<file path="src/rtl/core/i2cjtag_pkg.sv">
// ----------------------------------------------------------------------------
// i2cjtag_pkg
// Command codes, port register map and helpers for the serial-to-JTAG bridge.
// ----------------------------------------------------------------------------
`default_nettype none

package i2cjtag_pkg;

  localparam int STORE_DEPTH_DEF = 32;
  localparam int MAX_SHIFT_BITS  = 8;
  localparam int PORT_REGS       = 15;

  // Command codes (seven-bit bus addresses)
  localparam logic [6:0] CMD_STORE      = 7'h10;
  localparam logic [6:0] CMD_TMS        = 7'h12;
  localparam logic [6:0] CMD_TMS_CNT    = 7'h13;
  localparam logic [6:0] CMD_CAP_HI     = 7'h14;
  localparam logic [6:0] CMD_CAP_HI_CNT = 7'h15;
  localparam logic [6:0] CMD_TDI_HI     = 7'h16;
  localparam logic [6:0] CMD_TDI_HI_CNT = 7'h17;
  localparam logic [6:0] CMD_CAP_LO     = 7'h18;
  localparam logic [6:0] CMD_CAP_LO_CNT = 7'h19;
  localparam logic [6:0] CMD_TDI_LO     = 7'h1A;
  localparam logic [6:0] CMD_TDI_LO_CNT = 7'h1B;
  localparam logic [6:0] CMD_PORT_FIRST = 7'h30;
  localparam logic [6:0] CMD_PIN_A      = 7'h33;
  localparam logic [6:0] CMD_DIR_B      = 7'h34;
  localparam logic [6:0] CMD_PIN_B      = 7'h37;
  localparam logic [6:0] CMD_PIN_C      = 7'h3B;
  localparam logic [6:0] CMD_PORT_MID   = 7'h3C;
  localparam logic [6:0] CMD_PORT_HI0   = 7'h3E;
  localparam logic [6:0] CMD_PORT_LAST  = 7'h3F;

  localparam logic [7:0] READ_DEFAULT   = 8'hA5;
  localparam logic [7:0] DIR_B_FORCE    = 8'hC0;
  localparam logic [7:0] PORT_3E_RESET  = 8'b1010_0000;

  // Shift kinds
  localparam logic [1:0] KIND_TMS = 2'd0;
  localparam logic [1:0] KIND_TDI = 2'd1;
  localparam logic [1:0] KIND_CAP = 2'd2;
  localparam logic [1:0] KIND_TDO = 2'd3;

  typedef struct packed {
    logic       hit;
    logic [3:0] slot;
  } port_sel_t;

  typedef struct packed {
    logic [7:0] read_byte;
    logic       read_valid;
    logic       tdi_level;
    logic       tms_level;
    logic       jtag_cycle;
  } out_item_t;

  // Map a command address onto a port register slot.
  function automatic port_sel_t port_slot(input logic [6:0] addr);
    port_sel_t ps;
    ps.hit  = 1'b0;
    ps.slot = addr[3:0];
    if (addr >= CMD_PORT_FIRST && addr <= CMD_PORT_MID) begin
      ps.hit = 1'b1;
    end else if (addr == CMD_PORT_HI0 || addr == CMD_PORT_LAST) begin
      ps.hit  = 1'b1;
      ps.slot = addr[3:0] - 4'd1;
    end
    return ps;
  endfunction

  // Reset value of a port register: direction entries all ones, slot 13 PORT_3E_RESET, others zero.
  function automatic logic [7:0] port_reset_val(input logic [3:0] slot);
    logic [7:0] v;
    v = 8'h00;
    if (slot == 4'd0 || slot == 4'd4 || slot == 4'd8) begin
      v = 8'hFF;
    end else if (slot == 4'd13) begin
      v = PORT_3E_RESET;
    end
    return v;
  endfunction

  // Clamp a bit count to 1..MAX_SHIFT_BITS and return count minus one.
  function automatic logic [2:0] clamp_last(input logic [7:0] count);
    logic [2:0] r;
    if (count == 8'd0) begin
      r = 3'd0;
    end else if (count > 8'(MAX_SHIFT_BITS)) begin
      r = 3'(MAX_SHIFT_BITS - 1);
    end else begin
      r = 3'(count - 8'd1);
    end
    return r;
  endfunction

endpackage

`default_nettype wire

</file>
<file path="src/rtl/core/i2c_to_jtag_bridge_unit.sv">
// ----------------------------------------------------------------------------
// i2c_to_jtag_bridge_unit
// Register-addressed bridge from serial-bus transfers to a JTAG TMS/TDI output stream.
// ----------------------------------------------------------------------------
// Usage:
//   The input channel carries one bus event per transfer: an address phase
//   (in_tuser = 0) that selects a command and, on a read, asks for one byte,
//   or a data byte written by the master (in_tuser = 1). The output channel
//   carries one transfer per test clock period (TMS/TDI levels), plus one
//   transfer holding a read answer when a read shifts nothing. out_tlast
//   marks the final result caused by an input transfer.
//   The shift sequencer drives one period per cycle through a single
//   bit-select and capture shift unit, as long as the output is not stalled.
//   One transfer is in work at a time; in_tready is low until it is done.
//   Reset (rst_n low, synchronous) clears the selected command, index, bit
//   count, capture byte, held TMS/TDI levels and the buffer valid bits, and
//   loads the port registers with their defaults.
//   When the receiver stalls, the output register holds its transfer and the
//   sequencer waits; no period is lost or repeated.
// ----------------------------------------------------------------------------
`default_nettype none

module i2c_to_jtag_bridge_unit #(
  parameter int STORE_DEPTH = i2cjtag_pkg::STORE_DEPTH_DEF
) (
  input  wire logic        clk,
  input  wire logic        rst_n,
  input  wire logic        in_tvalid,
  output logic             in_tready,
  // [6:0] command_address, [7] read_not_write, [15:8] data_byte,
  // [23:16] tdo_levels, [31:24] port_pin_levels
  input  wire logic [31:0] in_tdata,
  // [0] operation
  input  wire logic [0:0]  in_tuser,
  output logic             out_tvalid,
  input  wire logic        out_tready,
  // [0] jtag_cycle, [1] tms_level, [2] tdi_level, [3] read_valid,
  // [11:4] read_byte, [15:12] zero
  output logic [15:0]      out_tdata,
  output logic             out_tlast
);

  localparam int IW = (STORE_DEPTH > 1) ? $clog2(STORE_DEPTH) : 1;

  localparam logic [1:0] ST_IDLE  = 2'd0;
  localparam logic [1:0] ST_SHIFT = 2'd1;
  localparam logic [1:0] ST_RESP  = 2'd2;

  // Input fields
  logic       op;
  logic [6:0] in_addr;
  logic       in_rnw;
  logic [7:0] in_byte;
  logic [7:0] in_tdo;
  logic [7:0] in_pins;

  assign op      = in_tuser[0];
  assign in_addr = in_tdata[6:0];
  assign in_rnw  = in_tdata[7];
  assign in_byte = in_tdata[15:8];
  assign in_tdo  = in_tdata[23:16];
  assign in_pins = in_tdata[31:24];

  // Control and shift state
  logic [1:0]    state_r, state_nxt;
  logic [6:0]    sel_r, sel_nxt;
  logic [IW-1:0] idx_r, idx_nxt, idx_inc;
  logic [7:0]    bcnt_r, bcnt_nxt;
  logic [7:0]    cap_r, cap_nxt;
  logic          tms_held_r, tms_held_nxt;
  logic          tdi_held_r, tdi_held_nxt;
  logic [1:0]    kind_r, kind_nxt;
  logic [7:0]    val_r, val_nxt;
  logic [7:0]    tdo_r, tdo_nxt;
  logic          tmsl_r, tmsl_nxt;
  logic [2:0]    k_r, k_nxt;
  logic [2:0]    nm1_r, nm1_nxt;
  logic [7:0]    acc_r, acc_nxt;
  logic          bit_r, bit_nxt;
  logic [7:0]    resp_r, resp_nxt;
  logic          resp_mem_r, resp_mem_nxt;

  // Output register
  logic                  out_valid_r, out_valid_nxt;
  i2cjtag_pkg::out_item_t out_data_r, out_data_nxt;
  logic                  out_last_r, out_last_nxt;

  // Buffer memory and port registers
  logic [7:0]             mem [STORE_DEPTH];
  logic [STORE_DEPTH-1:0] mem_vld_r;
  logic [7:0]             mem_rd_r;
  logic                   mem_rd_vld_r;
  logic                   mem_we;
  logic [IW-1:0]          mem_wa;
  logic [7:0]             mem_wd;

  logic [7:0]             port_r [i2cjtag_pkg::PORT_REGS];
  logic                   port_we;
  logic [3:0]             port_wa;
  logic [7:0]             port_wd;

  // Handshake helpers
  logic                   accept;
  logic                   out_free;
  logic                   shift_last;
  logic                   shift_tms;
  logic                   shift_tdi;
  logic [7:0]             shift_final;
  i2cjtag_pkg::port_sel_t ps_rd;
  i2cjtag_pkg::port_sel_t ps_wr;

  assign in_tready = (state_r == ST_IDLE);
  assign accept    = in_tvalid && in_tready;
  assign out_free  = !out_valid_r || out_tready;

  assign idx_inc = (idx_r == IW'(STORE_DEPTH - 1)) ? '0 : idx_r + IW'(1);

  assign ps_rd = i2cjtag_pkg::port_slot(in_addr);
  assign ps_wr = i2cjtag_pkg::port_slot(sel_r);

  // Shared shift unit: one test clock period per step.
  assign shift_last  = (k_r == nm1_r);
  assign shift_tms   = (kind_r == i2cjtag_pkg::KIND_TMS) ? val_r[k_r] :
                       (shift_last ? tmsl_r : 1'b0);
  assign shift_tdi   = (kind_r == i2cjtag_pkg::KIND_TDI ||
                        kind_r == i2cjtag_pkg::KIND_CAP) ? val_r[k_r] : tdi_held_r;
  // Capture takes one extra left shift after the last period.
  assign shift_final = {acc_r[5:0], bit_r, tdo_r[k_r]};

  always_comb begin
    state_nxt     = state_r;
    sel_nxt       = sel_r;
    idx_nxt       = idx_r;
    bcnt_nxt      = bcnt_r;
    cap_nxt       = cap_r;
    tms_held_nxt  = tms_held_r;
    tdi_held_nxt  = tdi_held_r;
    kind_nxt      = kind_r;
    val_nxt       = val_r;
    tdo_nxt       = tdo_r;
    tmsl_nxt      = tmsl_r;
    k_nxt         = k_r;
    nm1_nxt       = nm1_r;
    acc_nxt       = acc_r;
    bit_nxt       = bit_r;
    resp_nxt      = resp_r;
    resp_mem_nxt  = resp_mem_r;
    out_valid_nxt = out_valid_r;
    out_data_nxt  = out_data_r;
    out_last_nxt  = out_last_r;
    mem_we        = 1'b0;
    mem_wa        = idx_r;
    mem_wd        = in_byte;
    port_we       = 1'b0;
    port_wa       = ps_wr.slot;
    port_wd       = in_byte;

    // Drop the output transfer once taken.
    if (out_valid_r && out_tready) begin
      out_valid_nxt = 1'b0;
    end

    case (state_r)
      ST_IDLE: begin
        if (accept) begin
          if (!op) begin
            // Address phase: select command, clear the index.
            sel_nxt = in_addr;
            idx_nxt = '0;
            if (in_rnw) begin
              resp_mem_nxt = 1'b0;
              state_nxt    = ST_RESP;
              if (in_addr == i2cjtag_pkg::CMD_STORE) begin
                // Buffer entry 0 is read, the index advances past it.
                resp_mem_nxt = 1'b1;
                idx_nxt      = IW'(1);
              end else if (in_addr inside {i2cjtag_pkg::CMD_CAP_HI,
                                           i2cjtag_pkg::CMD_CAP_HI_CNT,
                                           i2cjtag_pkg::CMD_CAP_LO,
                                           i2cjtag_pkg::CMD_CAP_LO_CNT}) begin
                resp_nxt = cap_r;
              end else if (in_addr inside {i2cjtag_pkg::CMD_TDI_HI,
                                           i2cjtag_pkg::CMD_TDI_HI_CNT,
                                           i2cjtag_pkg::CMD_TDI_LO,
                                           i2cjtag_pkg::CMD_TDI_LO_CNT}) begin
                // Fresh TDO capture: shift with TDI held, answer on last period.
                kind_nxt  = i2cjtag_pkg::KIND_TDO;
                val_nxt   = 8'h00;
                tdo_nxt   = in_tdo;
                tmsl_nxt  = (in_addr <= i2cjtag_pkg::CMD_TDI_HI_CNT);
                nm1_nxt   = in_addr[0] ? i2cjtag_pkg::clamp_last(bcnt_r) :
                                         3'(i2cjtag_pkg::MAX_SHIFT_BITS - 1);
                k_nxt     = 3'd0;
                acc_nxt   = 8'h00;
                bit_nxt   = 1'b0;
                state_nxt = ST_SHIFT;
              end else if (in_addr inside {i2cjtag_pkg::CMD_PIN_A,
                                           i2cjtag_pkg::CMD_PIN_B,
                                           i2cjtag_pkg::CMD_PIN_C}) begin
                resp_nxt = in_pins;
              end else if (ps_rd.hit) begin
                resp_nxt = port_r[ps_rd.slot];
              end else begin
                resp_nxt = i2cjtag_pkg::READ_DEFAULT;
              end
            end
          end else begin
            // Data byte written under the selected command.
            if (sel_r == i2cjtag_pkg::CMD_STORE) begin
              mem_we  = 1'b1;
              idx_nxt = idx_inc;
            end else if (sel_r inside {[i2cjtag_pkg::CMD_TMS :
                                        i2cjtag_pkg::CMD_TDI_LO_CNT]}) begin
              if (sel_r <= i2cjtag_pkg::CMD_TMS_CNT) begin
                kind_nxt = i2cjtag_pkg::KIND_TMS;
              end else if (sel_r <= i2cjtag_pkg::CMD_CAP_HI_CNT ||
                           sel_r == i2cjtag_pkg::CMD_CAP_LO ||
                           sel_r == i2cjtag_pkg::CMD_CAP_LO_CNT) begin
                kind_nxt = i2cjtag_pkg::KIND_CAP;
              end else begin
                kind_nxt = i2cjtag_pkg::KIND_TDI;
              end
              tmsl_nxt = (sel_r >= i2cjtag_pkg::CMD_CAP_HI &&
                          sel_r <= i2cjtag_pkg::CMD_TDI_HI_CNT);
              if (sel_r[0] && idx_r == '0) begin
                // Count-first byte: load the bit count, shift nothing.
                bcnt_nxt = in_byte;
                idx_nxt  = idx_inc;
              end else begin
                if (sel_r[0]) begin
                  idx_nxt = idx_inc;
                  nm1_nxt = i2cjtag_pkg::clamp_last(bcnt_r);
                end else begin
                  nm1_nxt = 3'(i2cjtag_pkg::MAX_SHIFT_BITS - 1);
                end
                val_nxt   = in_byte;
                tdo_nxt   = in_tdo;
                k_nxt     = 3'd0;
                acc_nxt   = cap_r;
                bit_nxt   = 1'b0;
                state_nxt = ST_SHIFT;
              end
            end else if (ps_wr.hit) begin
              port_we = 1'b1;
              if (sel_r inside {i2cjtag_pkg::CMD_PIN_A, i2cjtag_pkg::CMD_PIN_B,
                                i2cjtag_pkg::CMD_PIN_C}) begin
                // Pin address writes go to the latch two slots below.
                port_wa = ps_wr.slot - 4'd2;
              end
              if (sel_r == i2cjtag_pkg::CMD_DIR_B) begin
                port_wd = in_byte | i2cjtag_pkg::DIR_B_FORCE;
              end
            end
          end
        end
      end

      ST_SHIFT: begin
        if (out_free) begin
          out_valid_nxt            = 1'b1;
          out_data_nxt.jtag_cycle  = 1'b1;
          out_data_nxt.tms_level   = shift_tms;
          out_data_nxt.tdi_level   = shift_tdi;
          out_data_nxt.read_valid  = 1'b0;
          out_data_nxt.read_byte   = 8'h00;
          out_last_nxt             = shift_last;
          tms_held_nxt             = shift_tms;
          tdi_held_nxt             = shift_tdi;
          acc_nxt                  = {acc_r[6:0], bit_r};
          bit_nxt                  = tdo_r[k_r];
          k_nxt                    = k_r + 3'd1;
          if (shift_last) begin
            if (kind_r == i2cjtag_pkg::KIND_TDO) begin
              out_data_nxt.read_valid = 1'b1;
              out_data_nxt.read_byte  = shift_final;
            end
            if (kind_r == i2cjtag_pkg::KIND_CAP) begin
              cap_nxt = shift_final;
            end
            state_nxt = ST_IDLE;
          end
        end
      end

      ST_RESP: begin
        if (out_free) begin
          out_valid_nxt            = 1'b1;
          out_data_nxt.jtag_cycle  = 1'b0;
          out_data_nxt.tms_level   = tms_held_r;
          out_data_nxt.tdi_level   = tdi_held_r;
          out_data_nxt.read_valid  = 1'b1;
          out_data_nxt.read_byte   = resp_mem_r ? (mem_rd_vld_r ? mem_rd_r : 8'h00) :
                                                  resp_r;
          out_last_nxt             = 1'b1;
          state_nxt                = ST_IDLE;
        end
      end

      default: begin
        state_nxt = ST_IDLE;
      end
    endcase
  end

  // Control registers
  always_ff @(posedge clk) begin
    if (!rst_n) begin
      state_r     <= ST_IDLE;
      sel_r       <= 7'd0;
      idx_r       <= '0;
      bcnt_r      <= 8'd0;
      cap_r       <= 8'd0;
      tms_held_r  <= 1'b0;
      tdi_held_r  <= 1'b0;
      out_valid_r <= 1'b0;
      mem_vld_r   <= '0;
      for (int i = 0; i < i2cjtag_pkg::PORT_REGS; i++) begin
        port_r[i] <= i2cjtag_pkg::port_reset_val(4'(i));
      end
    end else begin
      state_r     <= state_nxt;
      sel_r       <= sel_nxt;
      idx_r       <= idx_nxt;
      bcnt_r      <= bcnt_nxt;
      cap_r       <= cap_nxt;
      tms_held_r  <= tms_held_nxt;
      tdi_held_r  <= tdi_held_nxt;
      out_valid_r <= out_valid_nxt;
      if (mem_we) begin
        mem_vld_r[mem_wa] <= 1'b1;
      end
      if (port_we) begin
        port_r[port_wa] <= port_wd;
      end
    end
  end

  // Payload registers
  always_ff @(posedge clk) begin
    kind_r       <= kind_nxt;
    val_r        <= val_nxt;
    tdo_r        <= tdo_nxt;
    tmsl_r       <= tmsl_nxt;
    k_r          <= k_nxt;
    nm1_r        <= nm1_nxt;
    acc_r        <= acc_nxt;
    bit_r        <= bit_nxt;
    resp_r       <= resp_nxt;
    resp_mem_r   <= resp_mem_nxt;
    out_data_r   <= out_data_nxt;
    out_last_r   <= out_last_nxt;
  end

  // Buffer memory: reads only ever hit entry 0, since an address transfer
  // clears the index before the read.
  always_ff @(posedge clk) begin
    if (mem_we) begin
      mem[mem_wa] <= mem_wd;
    end
    mem_rd_r     <= mem[0];
    mem_rd_vld_r <= mem_vld_r[0];
  end

  assign out_tvalid = out_valid_r;
  assign out_tdata  = {4'b0000, out_data_r};
  assign out_tlast  = out_last_r;

  // Assertions
  a_read_is_last: assert property (@(posedge clk) disable iff (!rst_n)
    (out_valid_r && out_data_r.read_valid) |-> out_last_r)
    else $error("read answer not on the final result");

  a_nonperiod_is_read: assert property (@(posedge clk) disable iff (!rst_n)
    (out_valid_r && !out_data_r.jtag_cycle) |-> out_data_r.read_valid)
    else $error("non-period result without a read answer");

  a_shift_bound: assert property (@(posedge clk) disable iff (!rst_n)
    (state_r == ST_SHIFT) |-> (k_r <= nm1_r))
    else $error("shift step beyond the bit count");

  a_index_range: assert property (@(posedge clk) disable iff (!rst_n)
    idx_r <= IW'(STORE_DEPTH - 1))
    else $error("byte index out of range");

  a_shift_ends: assert property (@(posedge clk) disable iff (!rst_n)
    (state_r == ST_SHIFT && out_free && shift_last) |=> (state_r == ST_IDLE))
    else $error("shift did not finish after its last period");

endmodule

`default_nettype wire

</file>
<file path="config.mk">
export PLATFORM = sky130hd
export DESIGN_NAME = i2c_to_jtag_bridge_unit
export DESIGN_NICKNAME = d
export VERILOG_FILES = /design/src/rtl/core/i2cjtag_pkg.sv /design/src/rtl/core/i2c_to_jtag_bridge_unit.sv
export SDC_FILE = /design/constraint.sdc
export NUM_CORES = 1
export LEC_CHECK = 0
export BUFFER_PORTS_ARGS = -buffer_cell sky130_fd_sc_hd__buf_2
export CAP_MARGIN = 10
export CORE_MARGIN = 1
export CORE_UTILIZATION = 40
export CTS_BUF_LIST = sky130_fd_sc_hd__clkbuf_16
export CTS_CLUSTER_DIAMETER = 40
export DETAILED_ROUTE_END_ITERATION = 10
export GPL_TIMING_DRIVEN = 0
export PLACE_DENSITY = 0.54
export RECOVER_POWER = 100
export SLEW_MARGIN = 20
export SYNTH_ARGS = -nofsm -noshare
export SYNTH_HDL_FRONTEND = slang
export SYNTH_SLANG_ARGS = --single-unit
</file>
<file path="constraint.sdc">
create_clock -name clk -period 6.02 [get_ports clk]
set_input_delay 0.301 -clock clk [delete_from_list [all_inputs] [get_ports clk]]
set_output_delay 0.301 -clock clk [all_outputs]
set_load 0.02 [all_outputs]
</file>
-- Yosys cells after proc, flatten, opt, wreduce, memory -nomap -nowiden
Memory sizes are Yosys's and may differ from the RTL's. A register that Yosys moved wholly into a read port is not among the register bits.
Index checks and enable logic that the tools add are counted.
- $add $sub $neg: 6
- order comparisons: 15
- equal/unequal tests: 49
- muxes and demuxes: 162
- bitwise logic cells: 4
- reduce and logical (&&, ||, !) cells: 41
- operator list (cell ; number):
    two-way mux 8 bit ; 32
    == test 7 x 5 -> 1 bit (second input constant) ; 12
    == test 7 x 6 -> 1 bit (second input constant) ; 11
    two-way mux 3 bit ; 22
    two-way mux 1 bit ; 50
    two-way mux 2 bit ; 21
    two-way mux 4 bit ; 10
    two-way mux 5 bit ; 8
    two-way mux 6 bit ; 6
    less-or-equal comparator 7 x 5 -> 1 bit (second input constant) ; 5
    bitwise OR 32 bit ; 1
    two-way mux 12 bit ; 2
    one-hot mux 12 bit (2 select lines) ; 1
    two-way mux 9 bit ; 2
    != test 2 bit (second input constant) ; 8
    AND reduction 8 bit ; 2
    >= comparator 7 x 5 -> 1 bit (second input constant) ; 2
    >= comparator 7 x 6 -> 1 bit (second input constant) ; 2
    less-or-equal comparator 7 x 6 -> 1 bit (second input constant) ; 2
    != test 3 bit (second input constant) ; 4
    one-hot mux 6 bit (2 select lines) ; 1
    AND reduction 4 bit ; 3
    AND reduction 6 bit ; 2
    AND reduction 10 bit ; 1
    other kinds (37) ; 67
- bits in registers: 120
- RAM bits: 376
- output and inout bits: 19
- logic and storage cells: 305
- memories: 2
- memories (memory ; depth ; bits a word ; rd ports ; clocked after memory_dff ; wr ports ; line ; text):
    mem ; 32 ; 8 ; 1 ; 1 ; 1 ; i2c_to_jtag_bridge_unit.sv:89 ; logic [7:0] mem [STORE_DEPTH];
    port_r ; 15 ; 8 ; 1 ; 0 ; 15 ; i2c_to_jtag_bridge_unit.sv:97 ; logic [7:0] port_r [i2cjtag_pkg::PORT_REGS];

-- Depth between registers and ports, before layout
Gate-level depths: netlist of run 1.
- depth after elaboration: 15
- depth in mapped cells: 11
- depth with buffers taken out: 8

-- Least setup slack after synthesis of run 1
No wires, ideal clock.
- kind: input-to-reg
- start point: input port in_tdata[0]
- end point: register acc_r[0], enable pin
- setup time: 0.382 ns
- arrival: 2.912 ns
- data required time: 5.638 ns
- setup slack: 2.726 ns
- cell stages on the path: 9
- path buffers: 1
- path through: buf_2 inv_1 ha_1 nor2_1 nor4b_1 nand2_1 a21oi_1 and2b_1 a2bb2oi_1
- longest elaborated chain between the ends: 4
- elaborated cells on any way between the ends: 15
- classes of those cells: eq/ne: 12; reduce/logical: 3
- RTL lines (element ; line ; text):
    from (decl) ; i2c_to_jtag_bridge_unit.sv:32 ; input wire logic [31:0] in_tdata,
    == test 7 x 5 -> 1 bit, on equally long branches ; i2c_to_jtag_bridge_unit.sv:182, i2c_to_jtag_bridge_unit.sv:177 ;
    nonzero test 4 bit, on equally long branches ; i2c_to_jtag_bridge_unit.sv:182, i2c_to_jtag_bridge_unit.sv:177 ;
    != test 3 x 1 -> 1 bit (no source line) / != test 3 bit (equally long branches) ; n/a ;
    AND reduction 10 bit (no source line) (*) ; n/a ;
    to (signal assigned) ; i2c_to_jtag_bridge_unit.sv:346 ; acc_r <= acc_nxt;
    to (decl) ; i2c_to_jtag_bridge_unit.sv:78 ; logic [7:0] acc_r, acc_nxt;
Mark *: on every way between the ends. The rest lies on a longest branch, timed or not.
A chain may end at the register's enable or synchronous reset.

==> run metrics, run 1 <==
ys flop type=edfxtp_1; post-DP HPWL=22,400 um; RD Place Congestion=0.874; switching part of the total=0.232; crit-path leading delay family=compound AO/OA/AOI/OAI gates; final clock period utilization by the worst path=0.729; Area Growth Syn to Fin=17.1%; clock skew=0.0170 ns; RSZ-0062 raised after global routing=no; top post-synthesis cells by count=190 x edfxtp_1, 79 x nand2_1, 76 x and2_1, 70 x nor2_1, 55 x mux2i_1; Leakage=4.81 nW; startpoint types=register; layout cells sized above 1=0.125; clock latency on the worst-skew pair=0.52 ns; Post-synth EDFFs=190; Synth area leaders=edfxtp_1 51%, dfxtp_1 7.6%, mux2i_1 4.9%; TritonCTS Buffers=37; Post-route DRC=0; failing checks=max-capacitance violations, max-slew violations; Sw Pwr=963 uW; CP dominant cell by count=clkbuf_1; area of the die=0.0289 mm^2; # IOs=56; PortBufs=47; worst-margin pin slew=1.98 ns; Worst-path clk slew=0.05 ns; Hold Crit Class=input pin to register; crit path kind=register to register; Clock Root Buffer=clkbuf_16; FF+latch count, synth=233; max incr delay on CP=1.65 ns; Async SR Flop Fraction=0; final hold violations=0; sequential power share=0.431; row cnt=61; Overflow after GRT=0; clock share of power=0.507; cell accounting for the most synthesized area=edfxtp_1; die extent in x=170 um; largest net degree at the start of global routing=21; Comb power frac=0.062; slowest CP cell=o311ai_0; PostCTS Resize Cnt=0; register area share after synthesis=0.582; Util after Layout=0.476; initial core utilization=0.406; drt total wl=31,100 um; Crit. End Element=register; area of the core=0.0278 mm^2; crit path DAT=4.48 ns; initial DRC count=633; Post-Synthesis Cells=946; WP data required=6.11 ns; Yosys cell types=86; clk buf depth=3; status=finished, violations left; overall routing resource usage=0.220; Worst VDD drop=221 uV; Pins Over Slew Limit=9; iteration count of the initial detailed-routing pass=5; final worst path period need=4.39 ns; headroom to the max-slew limit=-0.336; P_int=3.19 mW; H-tree levels=2; CTS tree=yes; CP Max Fanout=10; Post-Synthesis Mean Instance Area=11.9 um^2; Crit path buffers/inverters=3; initial antenna violation count=0; Max Cap Violations=1; first-pass GRT wire length=46,500 um; ANT cells=0; pwr dens=315 mW/mm^2; top-count cell post-synth=edfxtp_1; crit-path cells=clkbuf_1, inv_1, ha_1, o21a_1, nand3_1, mux2_1, clkbuf_1, o311ai_0; fmax=0.228 GHz; final setup vio count=0; number of global-route vias before repair=7,557; Synth top area share=0.506; nets@finish=1,103; antenna viol nets, final=0; warnings from Yosys=0; drt wl/cell=21.4 um; Clock Sinks=233; post-synthesis instance area=0.0113 mm^2; Sum Neg Setup Slack=0 ns; vias per inst=5.36; Die Ht=170 um; detailed-route via count=7,770
power groups by stage:
stage	clock network, mW	logic, mW	registers [mW]
final	2.11	0.260	1.79
after global routing	2.20	0.282	1.79
after floorplan	0	0.154	1.82
after global placement	0	0.259	1.82
after CTS	2.14	0.266	1.79
after detailed placement	0	0.261	1.82
cell families (layout without fill, tap and decap cells):
group / count (synthesis) / in the layout / share of synthesized area
simple gates: 376 / 376 / 0.182
fa+ha+maj: 22 / 22 / 0.0244
other cells: 1 / 4 / 0.000332
xor+xnor: 8 / 8 / 0.00754
buf+inv: 72 / 195 / 0.0290
flops: 233 / 233 / 0.582
compound gates: 156 / 156 / 0.0987
mux: 78 / 78 / 0.0763
placed cells by master, fill, tap and decap left out, drive strengths merged, types with 5 or more instances in the layout:
master,count
nor2,71
or3,24
nor2b,16
clkinv,11
a21boi,7
edfxtp,190
dlygate4sd3,8
nor3,18
a211oi,12
nor4,6
a32oi,5
and2,76
a221oi,9
nand4,11
clkbuf,98
a31oi,14
o22a,5
nand2b,8
mux2,18
nand2,80
o21ai,48
nand3,17
dfxtp,43
and3,23
ha,22
a21oi,23
inv,31
buf,43
mux2i,56
sequential cells by signal (all words and copies together), names as in the netlist, 8 cells and up:
signal     count
port_r       128
out_tdata     12
bcnt_r         8
cap_r          8
mem            8
mem_rd_r       8
resp_r         8
tdo_r          8
val_r          8
final timing paths:
path                     from       endpoint  cells past startpoint  slack, ns
setup reg to reg     sel_r[0]  port_r[14][0]                      8       1.63
hold reg to reg     mem[0][5]    mem_rd_r[5]                      0       0.34
hold / removal    in_tdata[6]       sel_r[6]                      3        0.1
setup / recovery     sel_r[0]  port_r[14][0]                      8       1.63
layer usage:
metal	global-route usage	routed length [um]
met4	0.0717	846
met3	0.0440	1800
met1	0.290	13800
met2	0.361	14700
met5	0	0
repair_timing:
action | 4_1_cts | 5_1_grt
setup buffers | 0 | 0
endpoints found under the hold margin | 8 | 0
endpoints found under the setup margin | 0 | 0
hold buffers | 8 | 0
worst register-to-register path, cell delays in order (launching register included):
cell,delay (ns)
dfxtp_1,0.37
clkbuf_1,0.38
inv_1,0.25
ha_1,0.29
o21a_1,0.22
nand3_1,0.14
mux2_1,0.42
clkbuf_1,0.26
o311ai_0,1.65
final cells by class:
class                   instances  area, um^2
well taps                     378         473
plain buffers                  53         246
clock buffers                  40        1000
fillers                      2629       14600
multi-input cells             644        4330
clock inverters                27         239
repair buffers                 56         289
flip-flops and latches        233        6570
inverters                      19        71.3
stage by stage:
stage	power (mW)	hold slack [ns]	std cells	instance area (um^2)	worst slack (ns)
after detailed placement	2.08	0.327	1375	12000	1.57
after global placement	2.08	0.324	1374	12000	1.67
final	4.16	0.0976	1450	13200	1.63
after floorplan	1.98	0.323	949	11300	2.73
after CTS	4.19	0.0607	1450	13300	1.88
after global routing	4.27	0.106	1450	13200	1.18
No activity file was read; power rests on OpenSTA's default activity.
==> run 2: changes to the inputs <==
--- a/config.mk
+++ b/config.mk
@@ -13,7 +13,7 @@
 export CTS_CLUSTER_DIAMETER = 40
 export DETAILED_ROUTE_END_ITERATION = 10
 export GPL_TIMING_DRIVEN = 0
-export PLACE_DENSITY = 0.54
+export PLACE_DENSITY = 0.56
 export RECOVER_POWER = 100
 export SLEW_MARGIN = 20
 export SYNTH_ARGS = -nofsm -noshare
==> constraint.sdc (replaced) <==
create_clock -name clk -period 3.7 [get_ports clk]
set_input_delay 0.185 -clock clk [delete_from_list [all_inputs] [get_ports clk]]
set_output_delay 0.185 -clock clk [all_outputs]
set_load 0.02 [all_outputs]
==> run metrics, run 2 (synthesis gave the netlist of run 1 again) <==
post-DP HPWL=22,100 um; H-tree levels=2; Worst-path clk slew=0.05 ns; # IOs=56; Util after Layout=0.484; antenna viol nets, final=0; pwr dens=522 mW/mm^2; final worst path period need=3.52 ns; drt total wl=30,700 um; RSZ-0062 raised after global routing=no; Worst R2R End=port_r[8][6]; status=finished, final reports clean; number of global-route vias before repair=7,684; overall routing resource usage=0.216; final setup vio count=0; Leakage=4.92 nW; Min-Delay Endpoint=sel_r[4]; Post-Layout Cell Count=1,455; TritonCTS Buffers=37; CP Max Fanout=10; vias per inst=5.42; startpoint types=register; setup ws final=0.183 ns; Pwr Total=7.02 mW; WP data required=3.83 ns; die extent in x=170 um; GRT met3 Usage=0.0472; commonest non-fill, non-tap cell in the layout=edfxtp_1; worst r2r src=sel_r[0]; PortBufs=47; grt met2 use=0.350; Cell Count Post-Placement=1,375; initial antenna violation count=0; RD Place Congestion=0.889; Clock Sinks=233; drt wl/cell=21.1 um; hold_sp=in_tdata[4]; Sum Neg Setup Slack=0 ns; worst-margin pin slew=0.931 ns; crit path DAT=3.64 ns; r2r setup slk=0.18 ns; area of the die=0.0289 mm^2; reg2reg path depth=9; crit path kind=register to register; Area Growth Syn to Fin=19.2%; first-pass GRT wire length=46,300 um; clk buf depth=3; Hold Crit Class=input pin to register; WHS Path Cells=3; Pins Over Slew Limit=0; Worst VDD drop=483 uV; initial DRC count=452; initial core utilization=0.406; most frequent cells in the layout=190 x edfxtp_1, 79 x nand2_1, 70 x nor2_1; Max Cap Violations=0; largest net degree at the start of global routing=21; Post-route DRC=0; Place WS=-0.564 ns; busiest layer in global routing=met2; routing usage on met1=0.284; Reg with most FFs=port_r; Die Ht=170 um; clock latency on the worst-skew pair=0.51 ns; Clock Root Buffer=clkbuf_16; nets@finish=1,107; CTS tree=yes; row cnt=61; fmax=0.284 GHz; area of the core=0.0278 mm^2; Crit. End Element=register; number of flip-flops in the largest register=128; detailed-route via count=7,890; ANT cells=0; clock skew=0.0167 ns; final clock period utilization by the worst path=0.950; headroom to the max-slew limit=0.374; iteration count of the initial detailed-routing pass=7; Overflow after GRT=0; final hold violations=0; layout cells sized above 1=0.142
[run 2: cell count changes in the layout (fill, tap and decap cells not counted), moves of 4 or more]
cell           before  now
and2_1             28   63
o21ai_0            47   40
o21ai_2             0    4
and2_0             48   13
dlygate4sd3_1       8   12
bufinv_16           3    7
[run 2: metal layers]
metal,part of all wire,vias to the layer above
li1,-,3740
met1,0.44,3818
met2,0.47,263
met3,0.066,69
met4,0.029,0
met5,0,-
[run 2: layout make-up]
type | instances | area, um^2
clock inverters | 28 | 337
repair buffers | 60 | 328
clock buffers | 40 | 1000
flip-flops and latches | 233 | 6570
multi-input cells | 644 | 4420
fillers | 2556 | 14300
inverters | 19 | 71.3
plain buffers | 53 | 250
well taps | 378 | 473
[run 2: timing repair]
item	in CTS	in global routing
setup buffers	0	0
hold buffers	12	0
resized for setup	1	5
endpoints found under the setup margin	10	28
endpoints found under the hold margin	12	0
[run 2: power by group]
| group | switching (mW) | internal, mW |
|---|---|---|
| clock network | 1.23 | 2.45 |
| registers | 0.0219 | 2.89 |
| logic | 0.301 | 0.131 |
[run 2: stage by stage]
step	hold WS, ns	cell area [um^2]
floorplan	0.284	11300
CTS	0.00263	13500
global route	0.0314	13400
global placement	0.324	12000
detailed placement	0.327	12000
finish	0.00963	13400
[run 2: worst max-delay path, stage by stage, from the launching register on]
cell	delay, ns
dfxtp_1	0.36
buf_2	0.26
inv_1	0.18
ha_1	0.26
o21a_1	0.23
nand3_1	0.16
mux2i_2	0.51
nand2_1	0.29
buf_2	0.26
o21ai_1	0.62
[run 2: worst max path at each step]
stage                     start            to  slack (ns)  depth (start not counted)
global route           sel_r[0]  port_r[8][6]       0.007                          9
detailed placement  in_tdata[0]      acc_r[3]       -0.56                         10
global placement    in_tdata[0]      acc_r[2]       -0.50                         10
CTS                    sel_r[0]      acc_r[2]        0.02                          9
floorplan              sel_r[0]      acc_r[0]        0.41                          9
finish                 sel_r[0]  port_r[8][6]        0.18                          9
